$ cat config.mk
export PLATFORM = sky130hd
export DESIGN_NAME = hsv_chroma_key_alpha_mask_top
export DESIGN_NICKNAME = d
export VERILOG_FILES = /design/src/rtl/hsvck_pkg.sv /design/src/rtl/hsvck_div_pipe.sv /design/src/rtl/hsv_chroma_key_alpha_mask_top.sv
export SDC_FILE = /design/constraint.sdc
export NUM_CORES = 2
export LEC_CHECK = 0
export BUFFER_PORTS_ARGS = -buffer_cell sky130_fd_sc_hd__buf_2
export CAP_MARGIN = 25
export CORE_MARGIN = 3
export CORE_UTILIZATION = 45
export CTS_CLUSTER_DIAMETER = 120
export DETAILED_ROUTE_END_ITERATION = 10
export MAX_ROUTING_LAYER = met4
export PLACE_DENSITY = 0.62
export SYNTH_ARGS = -nofsm -noshare
export SYNTH_HDL_FRONTEND = slang
export SYNTH_SLANG_ARGS = --single-unit
$ cat constraint.sdc
create_clock -name clk -period 12.4 [get_ports clk]
set_input_delay 2.48 -clock clk [delete_from_list [all_inputs] [get_ports clk]]
set_output_delay 2.48 -clock clk [all_outputs]
set_load 0.1 [all_outputs]
$ cat src/rtl/hsvck_pkg.sv
// Shared types, constants and the divider step for the HSV chroma key block.
// No dependencies; imported by hsvck_div_pipe, the top level and the testbench.
package hsvck_pkg;

	localparam int unsigned PIX_W     = 8;
	localparam int unsigned CFG_W     = 15;
	localparam int unsigned SAT_Q_W   = 15;
	localparam int unsigned HUE_Q_W   = 12;
	localparam int unsigned DIV_STEPS = SAT_Q_W;
	// The hue quotient is narrower, so its lane starts this many stages late.
	localparam int unsigned HUE_SKIP  = SAT_Q_W - HUE_Q_W;

	localparam logic [CFG_W-1:0] HUE_FULL      = 15'd23040;
	localparam logic [CFG_W-1:0] HUE_OFS_GREEN = 15'd7680;
	localparam logic [CFG_W-1:0] HUE_OFS_BLUE  = 15'd15360;

	typedef enum logic [2:0] {
		REG_HUE_CENTER = 3'd0,
		REG_HUE_SPAN   = 3'd1,
		REG_SAT_CENTER = 3'd2,
		REG_SAT_SPAN   = 3'd3,
		REG_VAL_CENTER = 3'd4,
		REG_VAL_SPAN   = 3'd5
	} cfg_reg_t;

	typedef enum logic [1:0] {
		SEC_RED   = 2'd0,
		SEC_GREEN = 2'd1,
		SEC_BLUE  = 2'd2
	} sector_t;

	// Red sits in the lowest bits of the packed pixel.
	typedef struct packed {
		logic [PIX_W-1:0] alpha;
		logic [PIX_W-1:0] blue;
		logic [PIX_W-1:0] green;
		logic [PIX_W-1:0] red;
	} pix_t;

	typedef struct packed {
		pix_t               pix;
		sector_t            sector;
		logic               hue_neg;
		logic               hue_zero;
		logic               sat_zero;
		logic [CFG_W-1:0]   val;
		logic [7:0]         sat_den;
		logic [7:0]         sat_rem;
		logic               sat_lsb;
		logic [SAT_Q_W-1:0] sat_q;
		logic [7:0]         hue_den;
		logic [7:0]         hue_rem;
		logic [3:0]         hue_low;
		logic [HUE_Q_W-1:0] hue_q;
	} div_item_t;

	// One restoring division step: returns {quotient bit, new remainder}.
	// The remainder stays below the divisor, so eight bits hold it.
	function automatic logic [8:0] div_step(input logic [7:0] rem, input logic nbit,
		input logic [7:0] den);
		logic [8:0] t;
		logic [8:0] d;
		t = {rem, nbit};
		d = {1'b0, den};
		if (t >= d) begin
			div_step = {1'b1, 8'(t - d)};
		end else begin
			div_step = {1'b0, t[7:0]};
		end
	endfunction

endpackage

$ cat src/rtl/hsvck_div_pipe.sv
// Pipelined restoring divider: saturation and hue quotients, one bit per stage.
// Depends on hsvck_pkg for the item type and the division step.
module hsvck_div_pipe (
	input  logic                  clk,
	input  logic                  arst_n,
	input  logic                  in_valid,
	output logic                  in_ready,
	input  hsvck_pkg::div_item_t  in_item,
	output logic                  out_valid,
	input  logic                  out_ready,
	output hsvck_pkg::div_item_t  out_item
);
	import hsvck_pkg::*;

	div_item_t            item_s [DIV_STEPS];
	logic [DIV_STEPS-1:0] vld_s;
	logic [DIV_STEPS:0]   rdy;

	assign rdy[DIV_STEPS] = out_ready;

	for (genvar k = 0; k < DIV_STEPS; k++) begin : g_stage
		div_item_t prev;
		div_item_t nxt;
		logic      prev_vld;

		if (k == 0) begin : g_first
			assign prev     = in_item;
			assign prev_vld = in_valid;
		end else begin : g_next
			assign prev     = item_s[k-1];
			assign prev_vld = vld_s[k-1];
		end

		always_comb begin
			logic [8:0] sat_r;
			logic [8:0] hue_r;
			nxt         = prev;
			sat_r       = div_step(prev.sat_rem, prev.sat_lsb, prev.sat_den);
			nxt.sat_rem = sat_r[7:0];
			nxt.sat_lsb = 1'b0;
			nxt.sat_q   = {prev.sat_q[SAT_Q_W-2:0], sat_r[8]};
			hue_r       = div_step(prev.hue_rem, prev.hue_low[3], prev.hue_den);
			if (k >= HUE_SKIP) begin
				nxt.hue_rem = hue_r[7:0];
				nxt.hue_low = {prev.hue_low[2:0], 1'b0};
				nxt.hue_q   = {prev.hue_q[HUE_Q_W-2:0], hue_r[8]};
			end
		end

		assign rdy[k] = !vld_s[k] || rdy[k+1];

		always_ff @(posedge clk or negedge arst_n) begin
			if (!arst_n) begin
				vld_s[k] <= 1'b0;
			end else if (rdy[k]) begin
				vld_s[k] <= prev_vld;
			end
		end

		always_ff @(posedge clk) begin
			if (rdy[k] && prev_vld) begin
				item_s[k] <= nxt;
			end
		end
	end

	assign in_ready  = rdy[0];
	assign out_valid = vld_s[DIV_STEPS-1];
	assign out_item  = item_s[DIV_STEPS-1];

endmodule

$ cat src/rtl/hsv_chroma_key_alpha_mask_top.sv
// Top level of the HSV chroma key: RGB to HSV conversion, window test, alpha mask.
// Depends on hsvck_pkg and hsvck_div_pipe.

// The block takes one RGBA pixel per clock unless the output stalls, and returns it with
// alpha cleared when hue, saturation and value all fall strictly inside their programmed
// windows. The pipeline has one stage for the channel maximum and minimum, fifteen
// stages of the restoring divider that forms saturation and hue one quotient bit per
// stage, one stage that finishes the hue and one output stage for the window test.
// Every stage has its own valid bit, so bubbles close up when the output stalls.
// Window registers are written through the cfg port, which is always ready; write them
// only while no pixel is in flight.
module hsv_chroma_key_alpha_mask_top (
	input  logic        clk,
	input  logic        arst_n,
	input  logic        s_axis_tvalid,
	output logic        s_axis_tready,
	input  logic [31:0] s_axis_tdata,   // red_in, green_in, blue_in, alpha_in
	output logic        m_axis_tvalid,
	input  logic        m_axis_tready,
	output logic [31:0] m_axis_tdata,   // red_out, green_out, blue_out, alpha_out
	input  logic        cfg_valid,
	output logic        cfg_ready,
	input  logic [2:0]  cfg_index,
	input  logic [14:0] cfg_data
);
	import hsvck_pkg::*;

	function automatic logic in_window(input logic [CFG_W-1:0] x,
		input logic [CFG_W-1:0] c, input logic [CFG_W-1:0] s);
		logic [CFG_W+1:0] xs;
		logic [CFG_W+1:0] cs;
		xs = {2'b00, x} + {2'b00, s};
		cs = {2'b00, c} + {2'b00, s};
		// center - span < x is rewritten as center < x + span.
		in_window = (xs > {2'b00, c}) && ({2'b00, x} < cs);
	endfunction

	logic [CFG_W-1:0] hue_center_q, hue_span_q, sat_center_q, sat_span_q;
	logic [CFG_W-1:0] val_center_q, val_span_q;

	assign cfg_ready = 1'b1;

	always_ff @(posedge clk or negedge arst_n) begin
		if (!arst_n) begin
			hue_center_q <= 15'd7680;
			hue_span_q   <= 15'd3520;
			sat_center_q <= 15'd16384;
			sat_span_q   <= 15'd10649;
			val_center_q <= 15'd16384;
			val_span_q   <= 15'd13926;
		end else if (cfg_valid && cfg_ready) begin
			case (cfg_reg_t'(cfg_index))
				REG_HUE_CENTER: hue_center_q <= cfg_data;
				REG_HUE_SPAN:   hue_span_q   <= cfg_data;
				REG_SAT_CENTER: sat_center_q <= cfg_data;
				REG_SAT_SPAN:   sat_span_q   <= cfg_data;
				REG_VAL_CENTER: val_center_q <= cfg_data;
				REG_VAL_SPAN:   val_span_q   <= cfg_data;
				default: ;
			endcase
		end
	end

	// Stage 1: maximum, minimum and the sector that holds the maximum.
	pix_t       in_pix;
	logic [7:0] mx_c, mn_c;
	sector_t    sec_c;

	assign in_pix = pix_t'(s_axis_tdata);

	always_comb begin
		if (in_pix.red >= in_pix.green && in_pix.red >= in_pix.blue) begin
			sec_c = SEC_RED;
			mx_c  = in_pix.red;
		end else if (in_pix.green >= in_pix.blue) begin
			sec_c = SEC_GREEN;
			mx_c  = in_pix.green;
		end else begin
			sec_c = SEC_BLUE;
			mx_c  = in_pix.blue;
		end
		mn_c = in_pix.red;
		if (in_pix.green < mn_c) begin
			mn_c = in_pix.green;
		end
		if (in_pix.blue < mn_c) begin
			mn_c = in_pix.blue;
		end
	end

	pix_t       pix_s1;
	logic [7:0] mx_s1, mn_s1;
	sector_t    sec_s1;
	logic       vld_s1;
	logic       div_in_ready;

	assign s_axis_tready = !vld_s1 || div_in_ready;

	always_ff @(posedge clk or negedge arst_n) begin
		if (!arst_n) begin
			vld_s1 <= 1'b0;
		end else if (s_axis_tready) begin
			vld_s1 <= s_axis_tvalid;
		end
	end

	always_ff @(posedge clk) begin
		if (s_axis_tready && s_axis_tvalid) begin
			pix_s1 <= in_pix;
			mx_s1  <= mx_c;
			mn_s1  <= mn_c;
			sec_s1 <= sec_c;
		end
	end

	// Divider setup: delta, signed channel difference, value and first remainders.
	div_item_t   div_in;
	logic [7:0]  delta;
	logic [8:0]  diff;
	logic [7:0]  diff_abs;
	logic [11:0] hue_num;
	logic [13:0] m64;
	logic [14:0] v_t;

	always_comb begin
		delta = mx_s1 - mn_s1;
		case (sec_s1)
			SEC_RED:   diff = {1'b0, pix_s1.green} - {1'b0, pix_s1.blue};
			SEC_GREEN: diff = {1'b0, pix_s1.blue} - {1'b0, pix_s1.red};
			default:   diff = {1'b0, pix_s1.red} - {1'b0, pix_s1.green};
		endcase
		diff_abs = diff[8] ? 8'(-diff) : diff[7:0];
		// 3840 * d = (15 * d) << 8; the shift becomes eight extra divider steps.
		hue_num = {diff_abs, 4'b0000} - {4'b0000, diff_abs};
		// 16384 * m / 255 = 64 * m + floor(64 * m / 255).
		m64 = {mx_s1, 6'b000000};
		v_t = {1'b0, m64} + {9'b0, m64[13:8]} + 15'd1;

		div_in          = '0;
		div_in.pix      = pix_s1;
		div_in.sector   = sec_s1;
		div_in.hue_neg  = diff[8];
		div_in.hue_zero = (delta == 8'd0);
		div_in.sat_zero = (mx_s1 == 8'd0);
		div_in.val      = {1'b0, m64} + {8'b0, v_t[14:8]};
		div_in.sat_den  = mx_s1;
		div_in.sat_rem  = {1'b0, delta[7:1]};
		div_in.sat_lsb  = delta[0];
		div_in.hue_den  = delta;
		div_in.hue_rem  = hue_num[11:4];
		div_in.hue_low  = hue_num[3:0];
	end

	div_item_t div_out;
	logic      div_out_valid;
	logic      rdy_s17;

	hsvck_div_pipe u_div (
		.clk       (clk),
		.arst_n    (arst_n),
		.in_valid  (vld_s1),
		.in_ready  (div_in_ready),
		.in_item   (div_in),
		.out_valid (div_out_valid),
		.out_ready (rdy_s17),
		.out_item  (div_out)
	);

	// Hue assembly: sector offset plus or minus the quotient, wrapped at full circle.
	logic [CFG_W-1:0]   hue_ofs;
	logic [HUE_Q_W-1:0] hue_q;
	logic [15:0]        hue_sum;
	logic [CFG_W-1:0]   hue_c;
	logic [CFG_W-1:0]   sat_c;

	always_comb begin
		case (div_out.sector)
			SEC_RED:   hue_ofs = '0;
			SEC_GREEN: hue_ofs = HUE_OFS_GREEN;
			default:   hue_ofs = HUE_OFS_BLUE;
		endcase
		hue_q   = div_out.hue_zero ? '0 : div_out.hue_q;
		hue_sum = div_out.hue_neg ? ({1'b0, hue_ofs} - {4'b0000, hue_q})
		                          : ({1'b0, hue_ofs} + {4'b0000, hue_q});
		hue_c   = hue_sum[15] ? 15'(hue_sum + {1'b0, HUE_FULL}) : hue_sum[14:0];
		if (div_out.hue_zero) begin
			hue_c = '0;
		end
		sat_c = div_out.sat_zero ? '0 : div_out.sat_q;
	end

	pix_t             pix_s17;
	logic [CFG_W-1:0] hue_s17, sat_s17, val_s17;
	logic             vld_s17;
	logic             rdy_s18;

	assign rdy_s17 = !vld_s17 || rdy_s18;

	always_ff @(posedge clk or negedge arst_n) begin
		if (!arst_n) begin
			vld_s17 <= 1'b0;
		end else if (rdy_s17) begin
			vld_s17 <= div_out_valid;
		end
	end

	always_ff @(posedge clk) begin
		if (rdy_s17 && div_out_valid) begin
			pix_s17 <= div_out.pix;
			hue_s17 <= hue_c;
			sat_s17 <= sat_c;
			val_s17 <= div_out.val;
		end
	end

	// Output stage: window test and alpha mask.
	pix_t pix_s18;
	pix_t key_pix;
	logic vld_s18;
	logic keyed;

	assign rdy_s18 = !vld_s18 || m_axis_tready;

	always_comb begin
		keyed   = in_window(hue_s17, hue_center_q, hue_span_q) &&
		          in_window(sat_s17, sat_center_q, sat_span_q) &&
		          in_window(val_s17, val_center_q, val_span_q);
		key_pix = pix_s17;
		if (keyed) begin
			key_pix.alpha = '0;
		end
	end

	always_ff @(posedge clk or negedge arst_n) begin
		if (!arst_n) begin
			vld_s18 <= 1'b0;
		end else if (rdy_s18) begin
			vld_s18 <= vld_s17;
		end
	end

	always_ff @(posedge clk) begin
		if (rdy_s18 && vld_s17) begin
			pix_s18 <= key_pix;
		end
	end

	assign m_axis_tvalid = vld_s18;
	assign m_axis_tdata  = pix_s18;

`ifndef ASSERT_OFF
	a_hue_range: assert property (@(posedge clk) disable iff (!arst_n)
		vld_s17 |-> hue_s17 < HUE_FULL)
		else $error("hue out of range");

	a_sat_val_range: assert property (@(posedge clk) disable iff (!arst_n)
		vld_s17 |-> (sat_s17 <= 15'd16384) && (val_s17 <= 15'd16384))
		else $error("saturation or value out of range");

	a_hue_quot: assert property (@(posedge clk) disable iff (!arst_n)
		(div_out_valid && !div_out.hue_zero) |-> div_out.hue_q <= 12'd3840)
		else $error("hue quotient exceeds one sector");

	a_color_kept: assert property (@(posedge clk) disable iff (!arst_n)
		(vld_s17 && rdy_s18) |=> m_axis_tdata[23:0] == $past(pix_s17[23:0]))
		else $error("color channels changed in the output stage");
`endif

endmodule

==> results.toml <==
[run_status]
status = "complete, no violations"

[synthesis]
synth_edf_count = 1603
netlist_instances = 4916
postSynthAreaPerCell_sq_um = 14.7
synth.top_cell.area_share = 0.664
yosysUniqueCellTypes = 90
ys.flop_type = "edfxtp_1"
async_flop_share = 0.0631
syn_nets = 5478
seq_area_frac_synth = 0.702
synth-seq-cells = 1711
yosys.area.top_type = "edfxtp_1"
yosys-top-cells-area = "edfxtp_1, ha_1, dfrtp_1"
synth_area_sq_um = 72500
ys_warn_count = 0

[timing]
finalHoldViolCount = 0
worstMarginPinSlew_ps = 1020
min_period_ps = 8050
setup_viol = 0
skew_ps = 45.8
maxSlewHeadroom = 0.322
tns_ps = 0
finalCritPeriodShare = 0.649
fmaxAchievable_mhz = 124
maxSlewViolCount = 0
rsz0062_at_grt = "no"

[critical_path]
cp_max_fo = 5
worstPathCellList = "buf_2, nor2b_1, nand3_1, nor2_1, nand2_1, nor3_1, buf_4, nand3_1, nor2_1, nand2_1, buf_2"
cp.arrival_ps = 5570
cp_slowest_stage_delay_ps = 490
crit_slowest_cell = "nor2_1"
path_class = "in2out"
start_kind = "input pin"
critical_path_required_ps = 9920
critPathCaptureType = "output port"

[cts]
tritoncts = "yes"
post_cts_buffers = 0
cts_sinks = 1711
holdBufCountCts = 0
clkTransAtPathRegs_ps = 60
htreeDepth = 4
clockRootBuffer = "clkbuf_16"
cts_made_buffers = 170
clk_latency_ps = 800
post_cts_resized = 0
clk_path_buf_depth = 3

[place]
hpwl_um = 82500
placed_cell_area_sq_um = 75700
gp_congestion = 0.858
portBuffers = 88

[floorplan]
initial_core_util = 0.455
rows = 146
fp.coreArea_sq_um = 159000
die_area_sq_um = 166000
io_pins = 90
die_x_um = 407
die_height_um = 407

[cells_and_area]
drive_gt1_frac = 0.0947
final_nets = 5715
diodes = 0
syn_to_final_growth_pct = 12.6
fin_area_sq_um = 81600
final_core_util = 0.513
fill_cells = 13106

[routing]
drc = 0
avgRoutedWirePerCell_um = 15.6
drt_iter0_markers = 2085
ant_nets = 0
via_count = 36770
dr.pass1.iters = 5
vias_per_cell = 4.94
wl_um = 116000

[global_route]
grt_pass1_wl_um = 191000
grt_pass1_vias = 37303
grt_start_max_net_pins = 77
grt_remaining_overflow = 0
grt_usage = 0.145
antenna_found_initial = 1

[worst_hold_path]
min_path_type = "reg2reg"

[power_and_ir_drop]
p_per_area_nw_per_um2 = 229
peakVddDrop_mv = 0.164
leakagePower_uw = 0.0316
fin_total_pwr_uw = 18700

[run]
cap_violations = 0
## critical path, delay by kind of cell
kind / cells / cell delay, ps
AND/OR/NAND/NOR: 8 / 2360
buffers and inverters: 3 / 710
## power by group
group	internal, uW	switching, uW	total, uW
combinational	2010	3020	5030
clock	3030	2130	5160
sequential	7960	543	8500
## metal layers
metal	wire length [um]	track usage
met4	2550	0.0430
met5	0	-
met3	3790	0.0250
met1	53000	0.182
met2	57000	0.242
## cells in the final DEF (no fill, tap or decap), types with 12 or more instances in the layout
cell type and n:
mux2i_1 39, a21oi_1 182, xnor2_1 102, nand3_1 55, or2_2 13, ha_1 471, o21ai_0 334, and2_1 12
fa_1 36, xor2_1 92, nand2b_1 59, dfrtp_1 82, bufinv_16 21, edfxtp_1 1603, clkbuf_1 34, dfstp_2 26
buf_4 27, nand2_1 286, nor3_1 30, o21a_1 23, nor2b_1 85, a211oi_1 12, clkinv_1 39, o31ai_1 51
and3_1 32, clkbuf_16 170, mux2_2 51, inv_1 539, a21boi_0 58, nor2_1 260, a21o_1 90, nand4_1 51
o21bai_1 24, clkinv_2 16, a311oi_1 26, buf_2 87
## Yosys cell counts, types with 4 or more instances
cell type,number
a211oi_1,12
a21boi_0,60
a21o_1,90
a21oi_1,182
a311oi_1,26
a31oi_1,4
and2_1,21
and3_1,32
buf_4,6
clkbuf_1,45
dfrtp_1,82
dfstp_2,26
edfxtp_1,1603
fa_1,36
ha_1,471
inv_1,539
mux2_2,51
mux2i_1,39
nand2_1,286
nand2b_1,59
nand3_1,55
nand3b_1,4
nand4_1,51
nor2_1,260
nor2b_1,91
nor3_1,31
nor4_1,8
o211ai_1,10
o21a_1,23
o21ai_0,334
o21bai_1,24
o311ai_0,5
o31ai_1,51
o31ai_2,4
or2_2,13
or3_1,7
xnor2_1,102
xor2_1,92
## cell families after synthesis
family | count (synthesis) | synth area share
adders and majority gates | 507 | 0.0913
and+or+nand+nor | 939 | 0.0616
other | 1 | 0.0000517
xor gates and xnor gates | 196 | 0.0241
muxes | 91 | 0.0135
buffers and inverters | 594 | 0.0313
AOI/OAI and AO/OA | 877 | 0.0763
DFF | 1711 | 0.702
## flip-flops by register name, indices dropped and copies added (netlist names), 24 cells and up
signal	cells
m_axis_tdata	32
div_in	32
key_pix	24
u_div.item_s	1444
## per-stage QoR
step                      instances  hold slack (ps)  worst slack, ps
after floorplan                4916              400             1320
after global placement         7123              400             4380
after detailed placement       7125              405             4390
after CTS                      7437              376             4360
after global routing           7439              381             4110
final                          7439              386             4350
## cell type report
| cell class | instances | area [sq um] | area share |
|---|---|---|---|
| sequential | 1711 | 50900 | 0.624 |
| timing repair buffer | 118 | 713 | 0.00874 |
| inverter | 541 | 2040 | 0.0250 |
| clock inverter | 102 | 1340 | 0.0165 |
| multi-input combinational | 2611 | 19500 | 0.239 |
| clock buffer | 210 | 4460 | 0.0547 |
| tap | 2146 | 2690 | 0.0329 |
## path summary, 6_finish.rpt
kind	startpoint	to	slack (ps)	depth (start not counted)
worst min register to register	u_div.item_s[0][129]	u_div.item_s[0][244]	390	0
min in group asynchronous	arst_n	sat_span_q[10]	1730	1
max in group asynchronous	arst_n	u_div.g_stage[12].prev_vld	9320	2
worst max register to register	val_span_q[1]	m_axis_tdata[30]	6800	19
worst min-delay path	u_div.item_s[0][129]	u_div.item_s[0][244]	390	0
worst max-delay path	m_axis_tready	s_axis_tready	4350	11
No activity file was read; power rests on OpenSTA's default activity.
